## config.mk

```make
export PLATFORM = sky130hd
export DESIGN_NAME = client_table_with_aging_fanout_flat
export DESIGN_NICKNAME = d
export VERILOG_FILES = /design/src/rtl/ctaf_pkg.sv /design/src/rtl/ctaf_in_if.sv /design/src/rtl/ctaf_out_if.sv /design/src/rtl/client_table_with_aging_fanout.sv /design/src/rtl/ctaf_ram.sv /design/src/rtl/ctaf_ctrl.sv /design/src/rtl/ctaf_datapath.sv /design/src/flat_wrapper.sv
export VERILOG_INCLUDE_DIRS = /design/src /design/src/rtl
export SDC_FILE = /design/constraint.sdc
export NUM_CORES = 2
export LEC_CHECK = 0
export ABC_AREA = 1
export BUFFER_PORTS_ARGS = -buffer_cell sky130_fd_sc_hd__buf_2
export CAP_MARGIN = 15
export CORE_MARGIN = 3
export CORE_UTILIZATION = 50
export CTS_CLUSTER_DIAMETER = 200
export CTS_CLUSTER_SIZE = 40
export DETAILED_ROUTE_END_ITERATION = 8
export HOLD_SLACK_MARGIN = 0.15
export PLACE_DENSITY = 0.66
export SLEW_MARGIN = 0
export SYNTH_ARGS = -nofsm -noshare
export SYNTH_HDL_FRONTEND = slang
export SYNTH_SLANG_ARGS = --single-unit
```

## constraint.sdc

```tcl
create_clock -name clk -period 17.5 [get_ports clk]
set_input_delay 1.75 -clock clk [delete_from_list [all_inputs] [get_ports clk]]
set_output_delay 1.75 -clock clk [all_outputs]
set_load 0.02 [all_outputs]
```

## src/rtl/client_table_with_aging_fanout_defines.svh

```systemverilog
// assertion macros for the client table block
`ifndef CLIENT_TABLE_WITH_AGING_FANOUT_DEFINES_SVH
`define CLIENT_TABLE_WITH_AGING_FANOUT_DEFINES_SVH

`ifndef SYNTH
`define CTAF_ASSERT_SAME(lbl, ante, cons, msg) \
    lbl: assert property (@(posedge clk) disable iff (!rst_n) (ante) |-> (cons)) \
        else $error(msg);
`define CTAF_ASSERT_NEXT(lbl, ante, cons, msg) \
    lbl: assert property (@(posedge clk) disable iff (!rst_n) (ante) |=> (cons)) \
        else $error(msg);
`else
`define CTAF_ASSERT_SAME(lbl, ante, cons, msg)
`define CTAF_ASSERT_NEXT(lbl, ante, cons, msg)
`endif

`endif

```

## src/rtl/ctaf_pkg.sv

```systemverilog
package ctaf_pkg;

    localparam int MAX_CLIENTS = 16;
    localparam int IDX_W       = $clog2(MAX_CLIENTS);
    localparam int CNT_W       = $clog2(MAX_CLIENTS + 1);
    localparam int ADDR_W      = 32;
    localparam int TIME_W      = 32;
    localparam int TMO_W       = 16;
    localparam int ENTRY_W     = ADDR_W + TIME_W;

    localparam logic [TMO_W-1:0] TIMEOUT_RESET = 16'd30;

    typedef struct packed {
        logic load;
        logic rd_first;
        logic rd_next;
        logic set_hit;
        logic update;
        logic walk_init;
        logic keep;
        logic finish;
    } ctaf_cmd_t;

    typedef struct packed {
        logic cnt_zero;
        logic match;
        logic at_last;
        logic live;
        logic pend_valid;
        logic out_free;
    } ctaf_status_t;

endpackage

```

## src/rtl/ctaf_in_if.sv

```systemverilog
interface ctaf_in_if
    import ctaf_pkg::*;
();
    logic              valid;
    logic              ready;
    logic [ADDR_W-1:0] source_addr;
    logic [TIME_W-1:0] now_seconds;

    modport source (output valid, output source_addr, output now_seconds, input ready);
    modport sink   (input valid, input source_addr, input now_seconds, output ready);
endinterface

```

## src/rtl/ctaf_out_if.sv

```systemverilog
interface ctaf_out_if
    import ctaf_pkg::*;
();
    logic              valid;
    logic              ready;
    logic [ADDR_W-1:0] dest_addr;
    logic              dest_valid;
    logic              sender_dropped;
    logic              last_of_run;

    modport source (output valid, output dest_addr, output dest_valid,
                    output sender_dropped, output last_of_run, input ready);
    modport sink   (input valid, input dest_addr, input dest_valid,
                    input sender_dropped, input last_of_run, output ready);
endinterface

```

## src/rtl/client_table_with_aging_fanout.sv

```systemverilog
// client table with aging and fan-out
// in_ch carries one beat per arriving message: sender address and time in seconds.
// each input beat is looked up in an insertion-ordered table of up to 16 clients;
// a hit refreshes the entry's time, a miss appends it or flags sender_dropped if full.
// the table is then walked in order: stale entries are removed and the rest close up,
// and every live entry leaves on out_ch as one beat, last_of_run on the final one.
// with no live entry a single beat with dest_valid low and last_of_run high is sent.
// the lookup reads one table word per cycle, and so does the walk while out_ch
// is not stalled; the table memory has one read port and one write port.
// a new beat is taken only once the previous item's last result is in the output
// register, so in_ch.ready is high only between items.
// a stalled out_ch holds its beat and pauses the walk, once a further beat is due, until it is taken.
// reset empties the table, sets the timeout to 30 s and drops any pending beat.
// cfg_wr_en with cfg_wr_data writes the timeout; write it only between items.
`include "client_table_with_aging_fanout_defines.svh"

module client_table_with_aging_fanout
    import ctaf_pkg::*;
(
    input  logic             clk,
    input  logic             rst_n,
    ctaf_in_if.sink          in_ch,
    ctaf_out_if.source       out_ch,
    input  logic             cfg_wr_en,
    input  logic [TMO_W-1:0] cfg_wr_data
);
    ctaf_cmd_t    cmd;
    ctaf_status_t status;

    ctaf_ctrl u_ctrl (
        .clk      (clk),
        .rst_n    (rst_n),
        .in_valid (in_ch.valid),
        .in_ready (in_ch.ready),
        .status   (status),
        .cmd      (cmd)
    );

    ctaf_datapath u_dp (
        .clk            (clk),
        .rst_n          (rst_n),
        .in_source_addr (in_ch.source_addr),
        .in_now_seconds (in_ch.now_seconds),
        .cfg_wr_en      (cfg_wr_en),
        .cfg_wr_data    (cfg_wr_data),
        .cmd            (cmd),
        .status         (status),
        .out_ch         (out_ch)
    );

    `CTAF_ASSERT_NEXT(a_one_item_at_a_time, in_ch.valid && in_ch.ready, !in_ch.ready, "input taken twice in a row")
    `CTAF_ASSERT_SAME(a_mid_run_has_dest, out_ch.valid && !out_ch.last_of_run, out_ch.dest_valid, "non-final beat without destination")
    `CTAF_ASSERT_SAME(a_empty_is_last, out_ch.valid && !out_ch.dest_valid, out_ch.last_of_run, "empty beat not marked last")
    `CTAF_ASSERT_SAME(a_accept_after_run, in_ch.valid && in_ch.ready, !(out_ch.valid && !out_ch.last_of_run), "input taken while run unfinished")
endmodule

```

## src/rtl/ctaf_ram.sv

```systemverilog
module ctaf_ram #(
    parameter int WIDTH = 8,
    parameter int DEPTH = 16
) (
    input  logic                     clk,
    input  logic                     we,
    input  logic [$clog2(DEPTH)-1:0] waddr,
    input  logic [WIDTH-1:0]         wdata,
    input  logic                     re,
    input  logic [$clog2(DEPTH)-1:0] raddr,
    output logic [WIDTH-1:0]         rdata
);
    logic [WIDTH-1:0] mem [DEPTH];
    logic [WIDTH-1:0] rdata_reg;

    always_ff @(posedge clk)
    begin
        if (we)
        begin
            mem[waddr] <= wdata;
        end
        if (re)
        begin
            rdata_reg <= mem[raddr];
        end
    end

    assign rdata = rdata_reg;
endmodule

```

## src/rtl/ctaf_ctrl.sv

```systemverilog
module ctaf_ctrl
    import ctaf_pkg::*;
(
    input  logic         clk,
    input  logic         rst_n,
    input  logic         in_valid,
    output logic         in_ready,
    input  ctaf_status_t status,
    output ctaf_cmd_t    cmd
);
    localparam logic [2:0] ST_IDLE = 3'd0;
    localparam logic [2:0] ST_LOOK = 3'd1;
    localparam logic [2:0] ST_UPD  = 3'd2;
    localparam logic [2:0] ST_WST  = 3'd3;
    localparam logic [2:0] ST_WALK = 3'd4;
    localparam logic [2:0] ST_FIN  = 3'd5;

    logic [2:0] state_reg;
    logic [2:0] state_next;
    logic       advance;

    assign in_ready = (state_reg == ST_IDLE);
    assign advance  = !(status.live && status.pend_valid) || status.out_free;

    always_comb
    begin
        state_next = state_reg;
        cmd        = '0;
        case (state_reg)
            ST_IDLE:
            begin
                if (in_valid)
                begin
                    cmd.load = 1'b1;
                    if (status.cnt_zero)
                    begin
                        state_next = ST_UPD;
                    end
                    else
                    begin
                        cmd.rd_first = 1'b1;
                        state_next   = ST_LOOK;
                    end
                end
            end
            ST_LOOK:
            begin
                if (status.match)
                begin
                    cmd.set_hit = 1'b1;
                    state_next  = ST_UPD;
                end
                else if (status.at_last)
                begin
                    state_next = ST_UPD;
                end
                else
                begin
                    cmd.rd_next = 1'b1;
                end
            end
            ST_UPD:
            begin
                cmd.update = 1'b1;
                state_next = ST_WST;
            end
            ST_WST:
            begin
                cmd.rd_first  = 1'b1;
                cmd.walk_init = 1'b1;
                state_next    = ST_WALK;
            end
            ST_WALK:
            begin
                if (advance)
                begin
                    cmd.keep = status.live;
                    if (status.at_last)
                    begin
                        state_next = ST_FIN;
                    end
                    else
                    begin
                        cmd.rd_next = 1'b1;
                    end
                end
            end
            ST_FIN:
            begin
                if (status.out_free)
                begin
                    cmd.finish = 1'b1;
                    state_next = ST_IDLE;
                end
            end
            default:
            begin
                state_next = ST_IDLE;
            end
        endcase
    end

    always_ff @(posedge clk or negedge rst_n)
    begin
        if (!rst_n)
        begin
            state_reg <= ST_IDLE;
        end
        else
        begin
            state_reg <= state_next;
        end
    end
endmodule

```

## src/rtl/ctaf_datapath.sv

```systemverilog
module ctaf_datapath
    import ctaf_pkg::*;
(
    input  logic              clk,
    input  logic              rst_n,
    input  logic [ADDR_W-1:0] in_source_addr,
    input  logic [TIME_W-1:0] in_now_seconds,
    input  logic              cfg_wr_en,
    input  logic [TMO_W-1:0]  cfg_wr_data,
    input  ctaf_cmd_t         cmd,
    output ctaf_status_t      status,
    ctaf_out_if.source        out_ch
);
    logic [ADDR_W-1:0]  src_reg;
    logic [TIME_W-1:0]  now_reg;
    logic [TMO_W-1:0]   timeout_reg;
    logic [CNT_W-1:0]   cnt_reg;
    logic [CNT_W-1:0]   cnt_next;
    logic [CNT_W-1:0]   kept_reg;
    logic [IDX_W-1:0]   idx_reg;
    logic               hit_reg;
    logic               full_reg;
    logic [ADDR_W-1:0]  pend_reg;
    logic               pend_valid_reg;

    logic               out_valid_reg;
    logic [ADDR_W-1:0]  out_addr_reg;
    logic               out_dvalid_reg;
    logic               out_drop_reg;
    logic               out_last_reg;

    logic               ram_we;
    logic [IDX_W-1:0]   ram_waddr;
    logic [ENTRY_W-1:0] ram_wdata;
    logic               ram_re;
    logic [IDX_W-1:0]   ram_raddr;
    logic [ENTRY_W-1:0] ram_rdata;
    logic [ADDR_W-1:0]  rd_addr;
    logic [TIME_W-1:0]  rd_ts;
    logic [TIME_W-1:0]  age;
    logic               appending;
    logic               dropped;
    logic               push;
    logic [ADDR_W-1:0]  push_addr;
    logic               push_dvalid;
    logic               push_last;

    ctaf_ram #(
        .WIDTH (ENTRY_W),
        .DEPTH (MAX_CLIENTS)
    ) u_table (
        .clk   (clk),
        .we    (ram_we),
        .waddr (ram_waddr),
        .wdata (ram_wdata),
        .re    (ram_re),
        .raddr (ram_raddr),
        .rdata (ram_rdata)
    );

    assign rd_addr   = ram_rdata[ENTRY_W-1 -: ADDR_W];
    assign rd_ts     = ram_rdata[TIME_W-1:0];
    assign age       = now_reg - rd_ts;
    assign appending = !hit_reg && !full_reg;
    assign dropped   = full_reg && !hit_reg;

    assign ram_re    = cmd.rd_first || cmd.rd_next;
    assign ram_raddr = cmd.rd_first ? '0 : idx_reg + 1'b1;

    always_comb
    begin
        ram_we    = 1'b0;
        ram_waddr = idx_reg;
        ram_wdata = {src_reg, now_reg};
        if (cmd.update)
        begin
            ram_we    = hit_reg || !full_reg;
            ram_waddr = hit_reg ? idx_reg : cnt_reg[IDX_W-1:0];
        end
        else if (cmd.keep)
        begin
            ram_we    = 1'b1;
            ram_waddr = kept_reg[IDX_W-1:0];
            ram_wdata = ram_rdata;
        end
    end

    // results: hold back one kept entry so the last one can be marked
    always_comb
    begin
        push        = 1'b0;
        push_addr   = pend_reg;
        push_dvalid = 1'b1;
        push_last   = 1'b0;
        if (cmd.keep && pend_valid_reg)
        begin
            push = 1'b1;
        end
        else if (cmd.finish)
        begin
            push        = 1'b1;
            push_addr   = pend_valid_reg ? pend_reg : '0;
            push_dvalid = pend_valid_reg;
            push_last   = 1'b1;
        end
    end

    always_comb
    begin
        cnt_next = cnt_reg;
        if (cmd.update && appending)
        begin
            cnt_next = cnt_reg + 1'b1;
        end
        else if (cmd.finish)
        begin
            cnt_next = kept_reg;
        end
    end

    assign status.cnt_zero   = (cnt_reg == '0);
    assign status.match      = (rd_addr == src_reg);
    assign status.at_last    = ({1'b0, idx_reg} + 1'b1) == cnt_reg;
    assign status.live       = age <= {{(TIME_W-TMO_W){1'b0}}, timeout_reg};
    assign status.pend_valid = pend_valid_reg;
    assign status.out_free   = !out_valid_reg || out_ch.ready;

    always_ff @(posedge clk or negedge rst_n)
    begin
        if (!rst_n)
        begin
            timeout_reg    <= TIMEOUT_RESET;
            cnt_reg        <= '0;
            kept_reg       <= '0;
            hit_reg        <= 1'b0;
            full_reg       <= 1'b0;
            pend_valid_reg <= 1'b0;
            out_valid_reg  <= 1'b0;
        end
        else
        begin
            if (cfg_wr_en)
            begin
                timeout_reg <= cfg_wr_data;
            end
            cnt_reg <= cnt_next;
            if (cmd.load)
            begin
                hit_reg  <= 1'b0;
                full_reg <= (cnt_reg == CNT_W'(MAX_CLIENTS));
            end
            if (cmd.set_hit)
            begin
                hit_reg <= 1'b1;
            end
            if (cmd.walk_init)
            begin
                kept_reg       <= '0;
                pend_valid_reg <= 1'b0;
            end
            else if (cmd.keep)
            begin
                kept_reg       <= kept_reg + 1'b1;
                pend_valid_reg <= 1'b1;
            end
            else if (cmd.finish)
            begin
                pend_valid_reg <= 1'b0;
            end
            if (push)
            begin
                out_valid_reg <= 1'b1;
            end
            else if (out_ch.ready)
            begin
                out_valid_reg <= 1'b0;
            end
        end
    end

    always_ff @(posedge clk)
    begin
        if (cmd.load)
        begin
            src_reg <= in_source_addr;
            now_reg <= in_now_seconds;
        end
        if (cmd.rd_first)
        begin
            idx_reg <= '0;
        end
        else if (cmd.rd_next)
        begin
            idx_reg <= idx_reg + 1'b1;
        end
        if (cmd.keep)
        begin
            pend_reg <= rd_addr;
        end
        if (push)
        begin
            out_addr_reg   <= push_addr;
            out_dvalid_reg <= push_dvalid;
            out_drop_reg   <= dropped;
            out_last_reg   <= push_last;
        end
    end

    assign out_ch.valid          = out_valid_reg;
    assign out_ch.dest_addr      = out_addr_reg;
    assign out_ch.dest_valid     = out_dvalid_reg;
    assign out_ch.sender_dropped = out_drop_reg;
    assign out_ch.last_of_run    = out_last_reg;
endmodule
```

## src/flat_wrapper.sv

```systemverilog
// flat-port wrapper written by rule: the top's interface ports become plain ports
module client_table_with_aging_fanout_flat import ctaf_pkg::*;
  (clk, rst_n, cfg_wr_en, cfg_wr_data, in_ch_valid, in_ch_source_addr, in_ch_now_seconds, in_ch_ready, out_ch_valid, out_ch_dest_addr, out_ch_dest_valid, out_ch_sender_dropped, out_ch_last_of_run, out_ch_ready);
  ctaf_in_if in_ch_i ();
  ctaf_out_if out_ch_i ();
  input  logic clk;
  input  logic rst_n;
  input  logic cfg_wr_en;
  input  logic [TMO_W-1:0] cfg_wr_data;
  input wire logic [$bits(in_ch_i.valid)-1:0] in_ch_valid;
  input wire logic [$bits(in_ch_i.source_addr)-1:0] in_ch_source_addr;
  input wire logic [$bits(in_ch_i.now_seconds)-1:0] in_ch_now_seconds;
  output wire logic [$bits(in_ch_i.ready)-1:0] in_ch_ready;
  output wire logic [$bits(out_ch_i.valid)-1:0] out_ch_valid;
  output wire logic [$bits(out_ch_i.dest_addr)-1:0] out_ch_dest_addr;
  output wire logic [$bits(out_ch_i.dest_valid)-1:0] out_ch_dest_valid;
  output wire logic [$bits(out_ch_i.sender_dropped)-1:0] out_ch_sender_dropped;
  output wire logic [$bits(out_ch_i.last_of_run)-1:0] out_ch_last_of_run;
  input wire logic [$bits(out_ch_i.ready)-1:0] out_ch_ready;
  assign in_ch_i.valid = in_ch_valid;
  assign in_ch_i.source_addr = in_ch_source_addr;
  assign in_ch_i.now_seconds = in_ch_now_seconds;
  assign in_ch_ready = in_ch_i.ready;
  assign out_ch_valid = out_ch_i.valid;
  assign out_ch_dest_addr = out_ch_i.dest_addr;
  assign out_ch_dest_valid = out_ch_i.dest_valid;
  assign out_ch_sender_dropped = out_ch_i.sender_dropped;
  assign out_ch_last_of_run = out_ch_i.last_of_run;
  assign out_ch_i.ready = out_ch_ready;
  client_table_with_aging_fanout u_core (.clk(clk), .rst_n(rst_n), .in_ch(in_ch_i), .out_ch(out_ch_i), .cfg_wr_en(cfg_wr_en), .cfg_wr_data(cfg_wr_data));
endmodule
```

==> results.yml <==
setup_path:
  crit_type: "flip-flop to flip-flop"
  worstReg2RegStart: "u_core.u_dp.u_table.rdata[0]"
  cp-start-kind: "flip-flop"
  reg2reg_depth: 24
  critPathMaxFanout: 45
  end_kind: "flip-flop"
  r2r-end: "u_core.u_dp.u_table.mem[15][18]"
  r2r_slack_ns: 10.86
  crit_required_ns: 17.76
  arrival_ns: 6.90
synth:
  yosys.area_share.simple_pct: 9.63
  syn_nets: 4000
  synth_cell_types: 45
  synthFlopType: "edfxtp_1"
  muxShareOfSynthArea_pct: 4.95
  synth-async-reset-ratio_pct: 2.63
  synth_compound_area_share_pct: 7.59
  netlist_instances: 3863
  avgSynthCellArea_um2: 13.5
  synth_area_mm2: 0.0520
  ys_seq_area_share_pct: 72.2
  yosysWarnings: 0
  synth_edf_count: 1219
  synth_xor_area_share_pct: 0.876
  synth_fa_ha_area_share_pct: 1.27
  synth_top_family_by_area: "simple AND/OR/NAND/NOR gates"
  ys_ff_latch: 1256
finish:
  fin_util_pct: 54.0
  layout_commonest_cell: "edfxtp_1"
  diodes: 0
  drive_gt1_share_pct: 8.35
  final_nets: 4038
  largest_reg_flops: 1024
  syn2layout_area_growth_pct: 6.52
  layout_common_cells: "edfxtp_1 (1219), nand2_1 (558), nor2_1 (364), o221ai_1 (259), mux2i_1 (256)"
sta:
  hold_viol_final: 0
  worst_slack_ns: 10.86
  slew_viol_final: 0
  rsz0062_at_grt: "false"
  setup_viol: 0
  timing.setup.tns_ns: 0
  fmaxAchievable_mhz: 151
  tightest_slew_ns: 1.13
  whs_ns: 0.516
  fin_crit_sh_pct: 37.9
  fin_crit_ns: 6.64
  clock_skew_ns: 0.0342
  maxSlewHeadroom_pct: 24.2
routing:
  drt_iter0_drc: 3453
  drtPass1Iterations: 5
  wirelength_mm: 129
  viasPerCell: 5.97
  antenna_left: 0
  route.detailed.drc: 0
  vias: 31530
  wl_per_cell_um: 24.4
clock_network:
  insertion_delay_ns: 0.65
  post_cts.repair.setup_buffers: 0
  numCtsBuffers: 37
  clkSlewWorstSetupHoldPaths_ns: 0.15
  cts_resized: 0
  h-tree-depth: 2
  cts_tree: "yes"
  cts_hold_buf: 0
  root_buffer: "clkbuf_16"
  cts.sinks: 1256
  cts.path.max_buffers: 3
power:
  power_density_mw_per_mm2: 177
  power_leakage_uw: 0.0197
  ir_drop_mv: 0.324
hold_path:
  whs_endpoint: "u_core.u_dp.timeout_reg[4]"
  holdCritStartpoint: "u_core.u_dp.timeout_reg[4]"
  hold_depth: 2
  min_path_type: "flip-flop to flip-flop"
global_routing:
  globalRouteTotalUtil_pct: 23.5
  grt_pass1_wl_mm: 193
  grt_use_met3_pct: 2.44
  grt_start_max_net_pins: 178
  antenna_found_initial: 2
  overflow: 0
  global_route.usage.met1_pct: 34.3
  top_usage_layer: "met2"
  grtUsageMet2_pct: 38.5
  first_global_vias: 30589
floorplanning:
  rows: 117
  initial_core_util_pct: 50.7
  core-area_mm2: 0.102
  die_y_um: 328
  die_x_um: 328
  io_pins: 122
  die_area_mm2: 0.108
outcome:
  status: "complete, no violations"
place:
  port_buffers: 121
  place.gp.congestion: 0.879
  place_hpwl_mm: 69.8
  pre_cts_slack_ns: 10.86
run:
  drv_cap: 0
-- cell families after synthesis --
group / count (synthesis)
AO/OA/AOI/OAI: 574
XOR/XNOR: 52
adder cells (fa/ha/maj): 52
buffers and inverters: 468
flip-flops: 1256
multiplexers: 257
AND/OR/NAND/NOR: 1204
-- cells in the mapped netlist (11+ instances only) --
master    count  share of area, %
a21oi_1      35              0.34
buf_1        19              0.14
buf_2        52              0.50
clkbuf_1    134              0.97
dfrtp_1      29               1.4
edfxtp_1   1219                70
ha_1         51               1.2
inv_1       247               1.8
inv_2        11             0.079
mux2i_1     256               4.9
nand2_1     559               4.0
nand2_2      15              0.18
nand3_1     186               1.8
nand4_1      19              0.23
nor2_1      384               2.8
o21ai_0     205               2.0
o221ai_1    259               4.4
o22ai_1      65              0.78
xor2_1       48              0.81
-- worst max path at each step --
| stage | slack, ns | end | startpoint |
|---|---|---|---|
| after floorplan | 10.63 | u_core.u_dp.u_table.rdata[0] | in_ch_valid |
| after global placement | 10.97 | u_core.u_dp.u_table.mem[15][23] | u_core.u_dp.u_table.rdata[0] |
| after detailed placement | 10.86 | u_core.u_dp.u_table.mem[15][23] | u_core.u_dp.u_table.rdata[0] |
| after CTS | 10.84 | u_core.u_dp.u_table.mem[15][18] | u_core.u_dp.u_table.rdata[0] |
| after global routing | 10.44 | u_core.u_dp.u_table.mem[15][18] | u_core.u_dp.u_table.rdata[0] |
| final | 10.86 | u_core.u_dp.u_table.mem[15][18] | u_core.u_dp.u_table.rdata[0] |
-- area by class of cell --
cell class / count / area [µm²]
Multi-Input combinational cell: 2139 / 12800
Clock buffer: 49 / 971
Fill cell: 8475 / 47100
Tap cell: 1368 / 1710
Timing Repair Buffer: 206 / 1280
Inverter: 261 / 1010
Sequential cell: 1256 / 37500
Clock inverter: 4 / 71.3
-- metrics by stage --
step | std cells | area, µm² | power [µW]
floorplan | 3863 | 52000 | 7160
global placement | 5227 | 54300 | 8570
detailed placement | 5227 | 54300 | 8610
CTS | 5280 | 55400 | 9830
global route | 5283 | 55400 | 10400
finish | 5283 | 55400 | 9810
-- worst max-delay path, cell delays in order, from the launching register on --
cell and delay [ns]:
edfxtp_1 0.53, ha_1 0.29, fa_1 0.41, inv_1 0.11
nand2_1 0.06, nand2_1 0.08, nand3_1 0.09, nand2_2 0.13
nand2_1 0.06, nand2_1 0.10, xor2_1 0.08, ha_1 0.27
nand2_1 0.06, nor4_1 0.35, nand3_1 0.12, nand2_1 0.11
nand3_1 0.15, nor2_1 0.15, nand2_2 0.10, nor2_8 0.24
nand3_4 0.39, o21ai_2 0.32, nand3_2 0.28, nor2_4 0.77
buf_4 0.93
-- where the power goes --
part	total, µW	switching, µW	internal, µW
Sequential	3870	128	3740
Combinational	4700	3250	1440
Clock	1250	839	406
Total	9810	4220	5590
-- metal layers --
layer / share of wire, % / up-vias
met1: 44 / 16005
met2: 48 / 1152
met5: 0 / -
met4: 2.1 / 0
met3: 6.6 / 155
li1: - / 14218
No activity file was read; power rests on OpenSTA's default activity.
